`config.mk`:
```
export PLATFORM = sky130hd
export DESIGN_NAME = pemnf_front
export DESIGN_NICKNAME = d
export VERILOG_FILES = /design/src/rtl/core/pemnf_pkg.sv /design/src/rtl/core/pemnf_front.sv
export SDC_FILE = /design/constraint.sdc
export NUM_CORES = 1
export LEC_CHECK = 0
export BUFFER_PORTS_ARGS = -buffer_cell sky130_fd_sc_hd__buf_2
export CORE_UTILIZATION = 52
export DETAILED_ROUTE_END_ITERATION = 16
export GPL_ROUTABILITY_DRIVEN = 0
export PLACE_DENSITY = 0.95
export SYNTH_ARGS = -nofsm -noshare
export SYNTH_HDL_FRONTEND = slang
export SYNTH_SLANG_ARGS = --single-unit
export TNS_END_PERCENT = 1
```
`constraint.sdc`:
```
create_clock -name vclk -period 11.8
set_input_delay 0.59 -clock vclk [all_inputs]
set_output_delay 0.59 -clock vclk [all_outputs]
set_load 0.005 [all_outputs]
```
`src/rtl/core/pemnf_pkg.sv`:
```
// Shared constants, types and codes of the pad energy mean and neighbor fill block.
package pemnf_pkg;

  // Grid geometry and field widths
  localparam int SECTOR_COUNT     = 6;
  localparam int ROW_COUNT        = 90;
  localparam int COL_COUNT        = 92;
  localparam int ENERGY_FRAC_BITS = 12;

  localparam int SECTOR_W = 3;
  localparam int ROW_W    = 7;
  localparam int COL_W    = 7;
  localparam int ENERGY_W = 24;
  localparam int EST_W    = 25;
  localparam int SRC_W    = 4;
  localparam int SUM_W    = 32;
  localparam int CNT_W    = 16;

  localparam int PAD_TOTAL = SECTOR_COUNT * ROW_COUNT * COL_COUNT;
  localparam int ADDR_W    = $clog2(PAD_TOTAL);

  // Linear pad index before range checks; holds any field pattern
  localparam int BASE_MAX = (2**SECTOR_W - 1) * ROW_COUNT * COL_COUNT
                          + (2**ROW_W - 1) * COL_COUNT + (2**COL_W - 1);
  localparam int BASE_W   = $clog2(BASE_MAX + 1);

  // Queue between front and back
  localparam int QUEUE_DEPTH = 2;
  localparam int QUEUE_AW    = $clog2(QUEUE_DEPTH);
  localparam int QUEUE_CW    = $clog2(QUEUE_DEPTH + 1);

  // Request codes
  localparam logic REQ_ACCUMULATE = 1'b0;
  localparam logic REQ_ESTIMATE   = 1'b1;

  // Estimate source codes
  localparam logic [SRC_W-1:0] SRC_DIRECT   = 4'd0;
  localparam logic [SRC_W-1:0] SRC_OWN      = 4'd1;
  localparam logic [SRC_W-1:0] SRC_LR_AVG   = 4'd2;
  localparam logic [SRC_W-1:0] SRC_UD_AVG   = 4'd3;
  localparam logic [SRC_W-1:0] SRC_LEFT     = 4'd4;
  localparam logic [SRC_W-1:0] SRC_RIGHT    = 4'd5;
  localparam logic [SRC_W-1:0] SRC_LR2_AVG  = 4'd6;
  localparam logic [SRC_W-1:0] SRC_UP_EXT   = 4'd7;
  localparam logic [SRC_W-1:0] SRC_DOWN_EXT = 4'd8;
  localparam logic [SRC_W-1:0] SRC_RIGHT2   = 4'd9;
  localparam logic [SRC_W-1:0] SRC_LEFT2    = 4'd10;
  localparam logic [SRC_W-1:0] SRC_NONE     = 4'd11;

  // Queued request, classified by the front
  typedef struct packed {
    logic                is_est;
    logic [SECTOR_W-1:0] sector;
    logic [ROW_W-1:0]    row;
    logic [COL_W-1:0]    col;
    logic [ENERGY_W-1:0] energy;
    logic [BASE_W-1:0]   base;
  } pemnf_entry_t;

endpackage

```
`src/rtl/core/pemnf_front.sv`:
```
// Front: accepts requests, computes the pad index and drops no-op accumulates.
module pemnf_front (
  input  logic                          in_valid_i,
  output logic                          in_stall_o,
  input  logic                          req_type_i,
  input  logic [pemnf_pkg::SECTOR_W-1:0] sector_i,
  input  logic [pemnf_pkg::ROW_W-1:0]   pad_row_i,
  input  logic [pemnf_pkg::COL_W-1:0]   pad_col_i,
  input  logic [pemnf_pkg::ENERGY_W-1:0] energy_value_i,
  input  logic                          q_full_i,
  output logic                          q_push_o,
  output pemnf_pkg::pemnf_entry_t       q_entry_o
);
  import pemnf_pkg::*;

  logic in_grid;
  logic keep;

  // Range check of the pad itself
  assign in_grid = (32'(sector_i) < SECTOR_COUNT) && (32'(pad_row_i) < ROW_COUNT) &&
                   (32'(pad_col_i) < COL_COUNT);

  // Accumulates of zero energy or outside the grid change nothing
  assign keep = (req_type_i == REQ_ESTIMATE) || (in_grid && (energy_value_i != '0));

  always_comb begin
    q_entry_o.is_est = (req_type_i == REQ_ESTIMATE);
    q_entry_o.sector = sector_i;
    q_entry_o.row    = pad_row_i;
    q_entry_o.col    = pad_col_i;
    q_entry_o.energy = energy_value_i;
    q_entry_o.base   = BASE_W'(BASE_W'(sector_i) * BASE_W'(ROW_COUNT * COL_COUNT)
                     + BASE_W'(pad_row_i) * BASE_W'(COL_COUNT) + BASE_W'(pad_col_i));
  end

  assign in_stall_o = q_full_i;
  assign q_push_o   = in_valid_i && !q_full_i && keep;

endmodule

```
# Word-level counts from Yosys, hierarchy flattened
# Index checks and enable logic that the tools add are counted.
# W data, S select, Z words.
[classes]
add_sub_neg = 2
mul = 2
magnitude_cmp = 3
n_reduce_logical = 8
[op_table]
columns = ["op", "count"]
rows = [
  ["$reduce_bool A24 Y1", 1],
  ["$add A17 B14 Y17", 1],
  ["$add A17 B7 Y17", 1],
  ["$lt A7 B7 Y1 const B", 2],
  ["$mul A3 B11 Y14 const B", 1],
  ["$mul A7 B5 Y12 const B", 1],
  ["$logic_and A1 B1 Y1", 5],
  ["$lt A3 B3 Y1 const B", 1],
  ["$logic_not A1 Y1", 1],
  ["$logic_or A1 B1 Y1", 1],
]
[word_totals]
reg_bits = 0
input_bits = 44
output_inout_bits = 61
word_cells = 15

# Longest topological paths before layout
[logic_depth]
ltp_word = 6
depth_mapped = 18
ltp_nobuf = 18

# Least setup slack after synthesis
# Ideal clock, no wire load.
[synth_path]
path_kind = "input-to-output"
from = "input port pad_row_i[1] in the netlist's numbering"
to = "output port q_entry_o[15] in the netlist's numbering"
arrival_time_ns = 4.285
required_time_ns = 11.210
slack_ns = 6.925
path_stages = 18
path_buffers = 0
cell_sequence = "ha_1 inv_1 fa_1 fa_1 inv_1 ha_1 o21ai_1 o21bai_1 a21oi_1 xnor2_1 ha_1 ha_1 or2_1 a21oi_1 a31oi_1 and3_1 a31oi_2 xnor2_1"
[synth_rtl]
columns = ["element", "line_no", "source"]
rows = [
  ["from (decl)", "pemnf_front.sv:7", "input logic [pemnf_pkg::ROW_W-1:0] pad_row_i,"],
  ["to (decl)", "pemnf_front.sv:12", "output pemnf_pkg::pemnf_entry_t q_entry_o"],
]

==> out/results.ini <==
[outcome]
status=finished, final reports clean

[critical_path]
cp.required_ns=11.21
worstSetupPathType=in -> out
end_kind=primary output
critPathMaxFanout=5
arrival_ns=4.79
cp-start-kind=primary input

[finish]
n_antenna_cell=0
n_clock_buffer=0
fill_cells=352
layout-drive-gt1-share_pct=36.1
utilization_pct=60.5
seq_area_um2=0
seq_cell_count=0
nets=404
area_growth_pct=10.8

[sta]
hold_viol=0
worst_pin_slew_ns=0.406
rsz0062_at_grt=false
max_freq_mhz=186
relSlewSlack_pct=72.7
setup_viol=0
fin_crit_ns=5.38
finalSetupTns_ns=0
fin_crit_sh_pct=45.6
finalMaxSlewViolations=0

[floorplanning]
ios=105
die_w_um=64.2
start_util_pct=54.6
fp-row-count=22
fp.coreArea_um2=3690
dieArea_um2=4120
die_h_um=64.2

[grt]
antenna_found_initial=0
grt_max_degree=9
overflow=0
grt_pass1_vias=1698
track_usage_pct=20.6
grt_pass1_wl_um=6960

[power_and_ir_drop]
powerDensity_nw_per_um2=176
leakagePower_nw=1.31
ir_drop_v=0.0000784

[routing]
drtIter0Drc=64
wl_um=4190
first_pass_iters=4
post-route-drc-count=0
antenna_left=0
via_per_inst=4.90
num_vias=1700
wire_per_inst_um=12.1

[yosys]
syn_avg_cell_area_um2=8.22
synth_most_common_cell=inv_1
yosysSeqAreaShare_pct=0
yosys-top-cells-area=ha_1 28%, buf_4 17%, fa_1 14%
synth_nets=348
synth.distinct_cells=39
netlist_area_um2=2010
syn_inst=245
synthTopCellsByCount=48 x inv_1, 45 x buf_4, 45 x ha_1
yosys_warnings=0
yosys.area.top_type=ha_1
synth_top_area_share_pct=28.0

[place]
hpwl_um=3880
portBuffers=99

[clocking]
cts_resized=0
cts_setup_buffers=0
ctsHoldBuffers=0

[job]
max_cap_viol_count=0

[min_path]
worstHoldPathCells=0
hold_class=in -> out

path summary, 6_finish.rpt:
check | start | end | slack [ns]
setup / recovery | pad_row_i[1] | q_entry_o[15] | 6.42
hold / removal | pad_col_i[0] | q_entry_o[0] | 1.18
logic make-up after synthesis:
kind of cell,synth area share (%)
xor gates and xnor gates,9.45
buffers and inverters,25.7
adders and majority gates,41.9
AOI/OAI and AO/OA,12.4
and+or+nand+nor,10.5
critical path, cell delays in order:
cell	delay, ns
buf_2	0.13
ha_1	0.30
inv_1	0.08
fa_1	0.45
fa_1	0.53
inv_1	0.04
ha_1	0.34
o21ai_1	0.15
o21bai_1	0.09
a21oi_1	0.18
xnor2_1	0.15
ha_1	0.26
ha_1	0.34
or2_1	0.22
a21oi_1	0.18
a31oi_1	0.10
and3_1	0.22
a31oi_2	0.19
xnor2_1	0.13
buf_2	0.12
cell type report:
cell class	instances	area (µm²)	area share, %
Timing Repair Buffer	99	495	22.2
Multi-Input combinational cell	152	1500	67.0
Tap cell	48	60.1	2.69
Inverter	48	180	8.08
power by group:
| part | switching [W] | internal (W) | total (W) |
|---|---|---|---|
| Combinational | 0.000205 | 0.000187 | 0.000392 |
| Clock | 0 | 0 | 0 |
| Sequential | 0 | 0 | 0 |
| Total | 0.000205 | 0.000187 | 0.000392 |
layout by cell type, fill, tap and decap left out, drive strengths merged, types with 4 or more instances in the layout:
cell,Yosys,final
a21oi,13,13
buf,45,99
fa,14,14
ha,45,45
inv,48,48
nand2,6,6
nand3,5,5
nor2,5,5
nor4,6,6
o21ai,6,6
o21bai,4,4
xnor2,17,17
routing by layer:
| layer | global-route usage, % | wire length (µm) |
|---|---|---|
| met2 | 40.4 | 2160 |
| met1 | 24.9 | 1860 |
| met4 | 3.06 | 41 |
| met3 | 0.893 | 127 |
| met5 | 0 | 0 |
through the flow:
| stage | hold slack [ns] | power (W) | instance area (µm²) | worst slack (ns) | std cells |
|---|---|---|---|---|---|
| 3_5_place_dp | 1.18 | 0.000390 | 2230 | 6.40 | 347 |
| 2_1_floorplan | 1.21 | 0.000279 | 2010 | 6.92 | 245 |
| 5_1_grt | 1.18 | 0.000443 | 2230 | 6.16 | 347 |
| 6_report | 1.18 | 0.000392 | 2230 | 6.42 | 347 |
| 4_1_cts | 1.18 | 0.000394 | 2230 | 6.39 | 347 |
| 3_3_place_gp | 1.18 | 0.000374 | 2230 | 6.58 | 347 |
No activity file was read; power rests on OpenSTA's default activity.
