**src/rtl/core/pemnf_pkg.sv**
```systemverilog
// Shared constants, types and codes of the pad energy mean and neighbor fill block.
package pemnf_pkg;

  // Grid geometry and field widths
  localparam int SECTOR_COUNT     = 6;
  localparam int ROW_COUNT        = 90;
  localparam int COL_COUNT        = 92;
  localparam int ENERGY_FRAC_BITS = 12;

  localparam int SECTOR_W = 3;
  localparam int ROW_W    = 7;
  localparam int COL_W    = 7;
  localparam int ENERGY_W = 24;
  localparam int EST_W    = 25;
  localparam int SRC_W    = 4;
  localparam int SUM_W    = 32;
  localparam int CNT_W    = 16;

  localparam int PAD_TOTAL = SECTOR_COUNT * ROW_COUNT * COL_COUNT;
  localparam int ADDR_W    = $clog2(PAD_TOTAL);

  // Linear pad index before range checks; holds any field pattern
  localparam int BASE_MAX = (2**SECTOR_W - 1) * ROW_COUNT * COL_COUNT
                          + (2**ROW_W - 1) * COL_COUNT + (2**COL_W - 1);
  localparam int BASE_W   = $clog2(BASE_MAX + 1);

  // Queue between front and back
  localparam int QUEUE_DEPTH = 2;
  localparam int QUEUE_AW    = $clog2(QUEUE_DEPTH);
  localparam int QUEUE_CW    = $clog2(QUEUE_DEPTH + 1);

  // Request codes
  localparam logic REQ_ACCUMULATE = 1'b0;
  localparam logic REQ_ESTIMATE   = 1'b1;

  // Estimate source codes
  localparam logic [SRC_W-1:0] SRC_DIRECT   = 4'd0;
  localparam logic [SRC_W-1:0] SRC_OWN      = 4'd1;
  localparam logic [SRC_W-1:0] SRC_LR_AVG   = 4'd2;
  localparam logic [SRC_W-1:0] SRC_UD_AVG   = 4'd3;
  localparam logic [SRC_W-1:0] SRC_LEFT     = 4'd4;
  localparam logic [SRC_W-1:0] SRC_RIGHT    = 4'd5;
  localparam logic [SRC_W-1:0] SRC_LR2_AVG  = 4'd6;
  localparam logic [SRC_W-1:0] SRC_UP_EXT   = 4'd7;
  localparam logic [SRC_W-1:0] SRC_DOWN_EXT = 4'd8;
  localparam logic [SRC_W-1:0] SRC_RIGHT2   = 4'd9;
  localparam logic [SRC_W-1:0] SRC_LEFT2    = 4'd10;
  localparam logic [SRC_W-1:0] SRC_NONE     = 4'd11;

  // Queued request, classified by the front
  typedef struct packed {
    logic                is_est;
    logic [SECTOR_W-1:0] sector;
    logic [ROW_W-1:0]    row;
    logic [COL_W-1:0]    col;
    logic [ENERGY_W-1:0] energy;
    logic [BASE_W-1:0]   base;
  } pemnf_entry_t;

endpackage

```
**src/rtl/core/pemnf_fifo.sv**
```systemverilog
// Short request queue between front and back.
module pemnf_fifo (
  input  logic                    clk_i,
  input  logic                    rst_ni,
  input  logic                    push_i,
  input  pemnf_pkg::pemnf_entry_t entry_i,
  output logic                    full_o,
  input  logic                    pop_i,
  output pemnf_pkg::pemnf_entry_t entry_o,
  output logic                    empty_o
);
  import pemnf_pkg::*;

  pemnf_entry_t         mem_q [QUEUE_DEPTH];
  logic [QUEUE_AW-1:0]  wr_ptr_q, rd_ptr_q;
  logic [QUEUE_CW-1:0]  count_q;

  assign full_o  = (count_q == QUEUE_CW'(QUEUE_DEPTH));
  assign empty_o = (count_q == '0);
  assign entry_o = mem_q[rd_ptr_q];

  // Storage
  always_ff @(posedge clk_i) begin
    if (push_i) begin
      mem_q[wr_ptr_q] <= entry_i;
    end
  end

  // Pointers and fill level
  always_ff @(posedge clk_i or negedge rst_ni) begin
    if (!rst_ni) begin
      wr_ptr_q <= '0;
      rd_ptr_q <= '0;
      count_q  <= '0;
    end else begin
      if (push_i) wr_ptr_q <= wr_ptr_q + 1'b1;
      if (pop_i)  rd_ptr_q <= rd_ptr_q + 1'b1;
      if (push_i && !pop_i)      count_q <= count_q + 1'b1;
      else if (pop_i && !push_i) count_q <= count_q - 1'b1;
    end
  end

endmodule

```
**config.mk**
```make
export PLATFORM = sky130hd
export DESIGN_NAME = pemnf_fifo
export DESIGN_NICKNAME = d
export VERILOG_FILES = /design/src/rtl/core/pemnf_pkg.sv /design/src/rtl/core/pemnf_fifo.sv
export SDC_FILE = /design/constraint.sdc
export NUM_CORES = 1
export LEC_CHECK = 0
export CAP_MARGIN = 20
export CORE_ASPECT_RATIO = 1.1
export CORE_MARGIN = 8
export CORE_UTILIZATION = 30
export CTS_CLUSTER_DIAMETER = 120
export DETAILED_ROUTE_END_ITERATION = 10
export DONT_BUFFER_PORTS = 1
export PLACE_DENSITY = 0.52
export SLEW_MARGIN = 25
export SYNTH_ARGS = -nofsm -noshare
export SYNTH_HDL_FRONTEND = slang
export SYNTH_SLANG_ARGS = --single-unit
export TNS_END_PERCENT = 10
```
**constraint.sdc**
```tcl
create_clock -name clk_i -period 11.1 [get_ports clk_i]
set_clock_uncertainty 0.05 [all_clocks]
set_input_delay 1.665 -clock clk_i [delete_from_list [all_inputs] [get_ports clk_i]]
set_output_delay 1.665 -clock clk_i [all_outputs]
set_load 0.05 [all_outputs]
```
### Yosys cells after proc, flatten, opt, wreduce, memory -nomap -nowiden

Memory sizes are Yosys's and may differ from the RTL's.
Index checks and enable logic that the tools add are counted.

| storage, ports and cells | value |
|---|---|
| flip-flop bits (word level) | 4 |
| bits in writable memories | 118 |
| output and inout bits | 61 |
| memories kept | 1 |

| cells by class | value |
|---|---|
| add/sub/neg operators | 4 |
| equality and inequality tests | 1 |
| multiplexer cells | 4 |
| reductions and logical operators | 6 |

Memories:

| memory | depth | width | rd ports | clocked after memory_dff | wr ports | RTL line | text |
|---|---|---|---|---|---|---|---|
| mem_q | 2 | 59 | 1 | 0 | 1 | pemnf_fifo.sv:14 | `pemnf_entry_t mem_q [QUEUE_DEPTH];` |

Operators with widths:

| kind | count |
|---|---|
| $mux 2 | 2 |
| $add 1x1->1 const B | 2 |
| $add 2x1->2 const B | 1 |
| $eq 2x2->1 const B | 1 |
| $logic_and 1x1->1 | 2 |
| $logic_not 1->1 | 2 |
| $logic_not 2->1 | 1 |
| $mux 1 | 2 |
| $reduce_bool 2->1 | 1 |
| $sub 2x1->2 const B | 1 |

### Depth between registers and ports, before layout

| logic depth | value |
|---|---|
| word-level depth | 4 |
| depth in mapped cells | 5 |
| gate-level depth less buffers | 5 |

### Worst setup path before layout

OpenSTA, ideal clock, no wires.

| timing path | value |
|---|---|
| path type | input to register |
| start point | in push_i |
| end point | mem mem_q[0][0] (netlist name), enable pin |
| arrival time | 4,266 ps |
| setup slack | 6,301 ps |
| cell stages on the path | 1 |
| path buffers | 0 |
| cell sequence | nor2b_1 |

| between the ends | value |
|---|---|
| word-level cells in the longest chain between the ends | 2 |

Ends and longest elaborated chain:

| what | RTL line | text |
|---|---|---|
| start: declaration | pemnf_fifo.sv:5 | `input logic push_i,` |
| $mux 1 | pemnf_fifo.sv:24 | `if (push_i) begin` |
| $mux 1 (implied by the code) | pemnf_fifo.sv:25 | `mem_q[wr_ptr_q] <= entry_i;` |
| end: declaration | pemnf_fifo.sv:14 |  |

No other way between the ends.

==> metrics.cfg <==
[synthesis]
ys_seq_elements = 122
synth_edf_count = 118
syn_inst = 200
syn_nets = 264
synthTopCellsByArea = edfxtp_1, mux2_4, buf_12, dfrtp_1, xor2_1
yosysSeqAreaShare_pct = 76.75
synthDominantCellAreaShare_pct = 74.64
yosys_warnings = 0
ys.flop_type = edfxtp_1
synth_area_per_cell_um2 = 23.74
async_reset_ff_share_pct = 3.279
ys_top_cells_by_count = edfxtp_1, mux2_4, buf_12
yosysTopAreaCell = edfxtp_1
netlist_area_um2 = 4747
ys_types = 12
synth_most_common_cell = edfxtp_1

[power]
p_int_mw = 1.171
p_sw_share_pct = 37.42
power_switching_mw = 0.7002
clkPwrFrac_pct = 29.8
pwr-share-seq_pct = 35.6
power_density_nw_per_um2 = 339.9
leakagePower_nw = 1.983
ir_drop_uv = 139.4
power_mw = 1.871
pwr-share-comb_pct = 34.6

[grt]
grt_max_degree = 60
use_met2_pct = 13.12
grt_remaining_overflow = 0
grt_first_pass_wirelength_mm = 12.03
antenna_found_initial = 0
gr-max-usage-layer = met2
first_global_vias = 1963
met1_usage_pct = 8.063
use_met3_pct = 6.144
grt.total_usage_pct = 8.440

[final_layout]
fillerInstances = 1465
diodes = 0
fin_area_um2 = 5504
drive_gt1_share_pct = 40.53
area_growth_syn_to_layout_pct = 15.95
nets = 278

[floorplanning]
die-width_um = 135.9
num_rows = 48
fp.dieH_um = 147.9
fp.dieArea_um2 = 20110
pin_count = 124
start_util_pct = 30.40
core_area_um2 = 15620

[sta]
post-route-period-util_pct = 35.62
layout_min_cycle_time_ns = 3.954
tightestPinTransition_ns = 0.9448
setup_viol = 0
hold_violations = 0
slew_headroom_pct = 36.88
slew_violations = 0
clock.fmax_mhz = 252.9
worst_slack_ns = 7.146
fin_tns_setup_ns = 0
rsz0062_at_grt = false

[critical_path]
critPathBufInv = 1
crit_required_ns = 9.39
crit_type = register to primary output
critPathTopFamily = flip-flops
max_stage_delay_ns = 0.75
start_kind = register
cp_max_fo = 34
worstPathArrival_ns = 2.24
cp_slowest_cell = dfrtp_4
cp-end-kind = primary output
critical_path.cell_chain = buf_4 -> mux2_4

[detailed_routing]
drt_iter0_markers = 66
ant_nets = 0
wirelength_mm = 8.247
vias = 1781
via_per_inst = 4.171
wire_per_inst_um = 19.31
drc = 0
first_pass_iters = 4

[clocking]
postCtsSetupBuffers = 0
cts_resized = 0
cts_tree = yes
clk_pin_slew_ns = 0.05
numCtsBuffers = 17
htreeDepth = 4
clockBufferDepth = 2
hold_buffers = 0
insertion_delay_ns = 0.40
clock-sinks = 122
cts-root-buf = clkbuf_16

[placed_design]
dpl-instance-area_um2 = 4895
place_ws_ns = 7.506
numPortBuffers = 0
hpwl_mm = 5.579
gp_congestion = 0.6453

[run]
cap_viol_max_count = 0

[worst_hold_path]
min_path_type = register to register

[outcome]
status = finished, final reports clean

-- cell type report --
class	count	area (µm²)	share of cell area [%]
sequential	122	3647	66.27
multi-input combinational	70	978.4	17.78
clock buffer	19	432.9	7.865
tap	200	250.2	4.546
clock inverter	13	176.4	3.205
timing repair buffer	2	15.01	0.2728
inverter	1	3.754	0.06820
-- kinds of logic (layout without fill, tap and decap cells) --
logic type	Yosys count	after routing	share of synthesized area (%)
adder cells (fa/ha/maj)	1	1	0.2635
buffers and inverters	8	35	2.847
multiplexers	59	59	18.66
flip-flops	122	122	76.75
AND/OR/NAND/NOR	5	5	0.5536
XOR/XNOR	5	5	0.9225
-- registers in the layout (all words and copies together), names as in the netlist --
register and flops:
mem_q 118, count_q 2, rd_ptr_q 1, wr_ptr_q 1
-- cell usage in the layout, fill, tap and decap left out --
| cell | netlist | layout |
|---|---|---|
| edfxtp_1 | 118 | 118 |
| mux2_4 | 59 | 59 |
| clkbuf_16 | 0 | 17 |
| xor2_1 | 4 | 4 |
| bufinv_16 | 0 | 4 |
| clkinvlp_4 | 0 | 4 |
| dfrtp_1 | 4 | 3 |
| nor2_1 | 2 | 2 |
| clkbuf_1 | 0 | 2 |
| clkinv_1 | 0 | 2 |
| clkinv_2 | 0 | 2 |
| buf_4 | 0 | 2 |
| inv_1 | 1 | 1 |
| and2_4 | 0 | 1 |
| nor2b_1 | 2 | 1 |
| nor2b_4 | 0 | 1 |
| xnor2_1 | 1 | 1 |
| ha_1 | 1 | 1 |
| clkinv_4 | 0 | 1 |
| dfrtp_4 | 0 | 1 |
-- worst paths after layout --
kind | from | to | cells past startpoint | slack [ns]
hold reg to reg | count_q[1]$_DFFE_PN0P_ | count_q[1]$_DFFE_PN0P_ | 1 | 0.46
hold / removal | count_q[1]$_DFFE_PN0P_ | count_q[1]$_DFFE_PN0P_ | 1 | 0.46
max in group asynchronous | rst_ni | rd_ptr_q$_DFFE_PN0P_ | 0 | 10.02
setup / recovery | rd_ptr_q$_DFFE_PN0P_ | entry_o[22] | 2 | 7.15
min in group asynchronous | rst_ni | rd_ptr_q$_DFFE_PN0P_ | 0 | 0.91
setup reg to reg | wr_ptr_q$_DFFE_PN0P_ | mem_q[0][25]$_DFFE_PP_ | 2 | 8.98
-- metal layers --
layer | vias up | wire, µm
met5 | - | 0
met4 | 0 | 122
met3 | 6 | 1139
met2 | 76 | 4188
met1 | 886 | 2795
li1 | 813 | -
-- through the flow --
stage          utilization [%]  hold slack, ns  cells
4_1_cts                  35.25          0.4567    427
3_5_place_dp             31.35          0.4427    395
3_3_place_gp             31.35          0.4392    395
2_1_floorplan                -          0.4055    200
5_1_grt                  35.25          0.4970    427
6_report                 35.25          0.4593    427
-- power by group through the flow --
stage               logic, mW  clock network, mW  registers [mW]
global placement        0.660                  0           0.677
finish                  0.647              0.557           0.667
global route            0.674              0.593           0.678
CTS                     0.662              0.576           0.670
detailed placement      0.662                  0           0.679
floorplan               0.670                  0           0.646
-- worst register-to-register path, stage by stage (launching register included) --
cell and delay [ns]:
dfrtp_1 0.43, nor2b_4 0.74, buf_4 0.52
(Power assumes the default switching activity.)
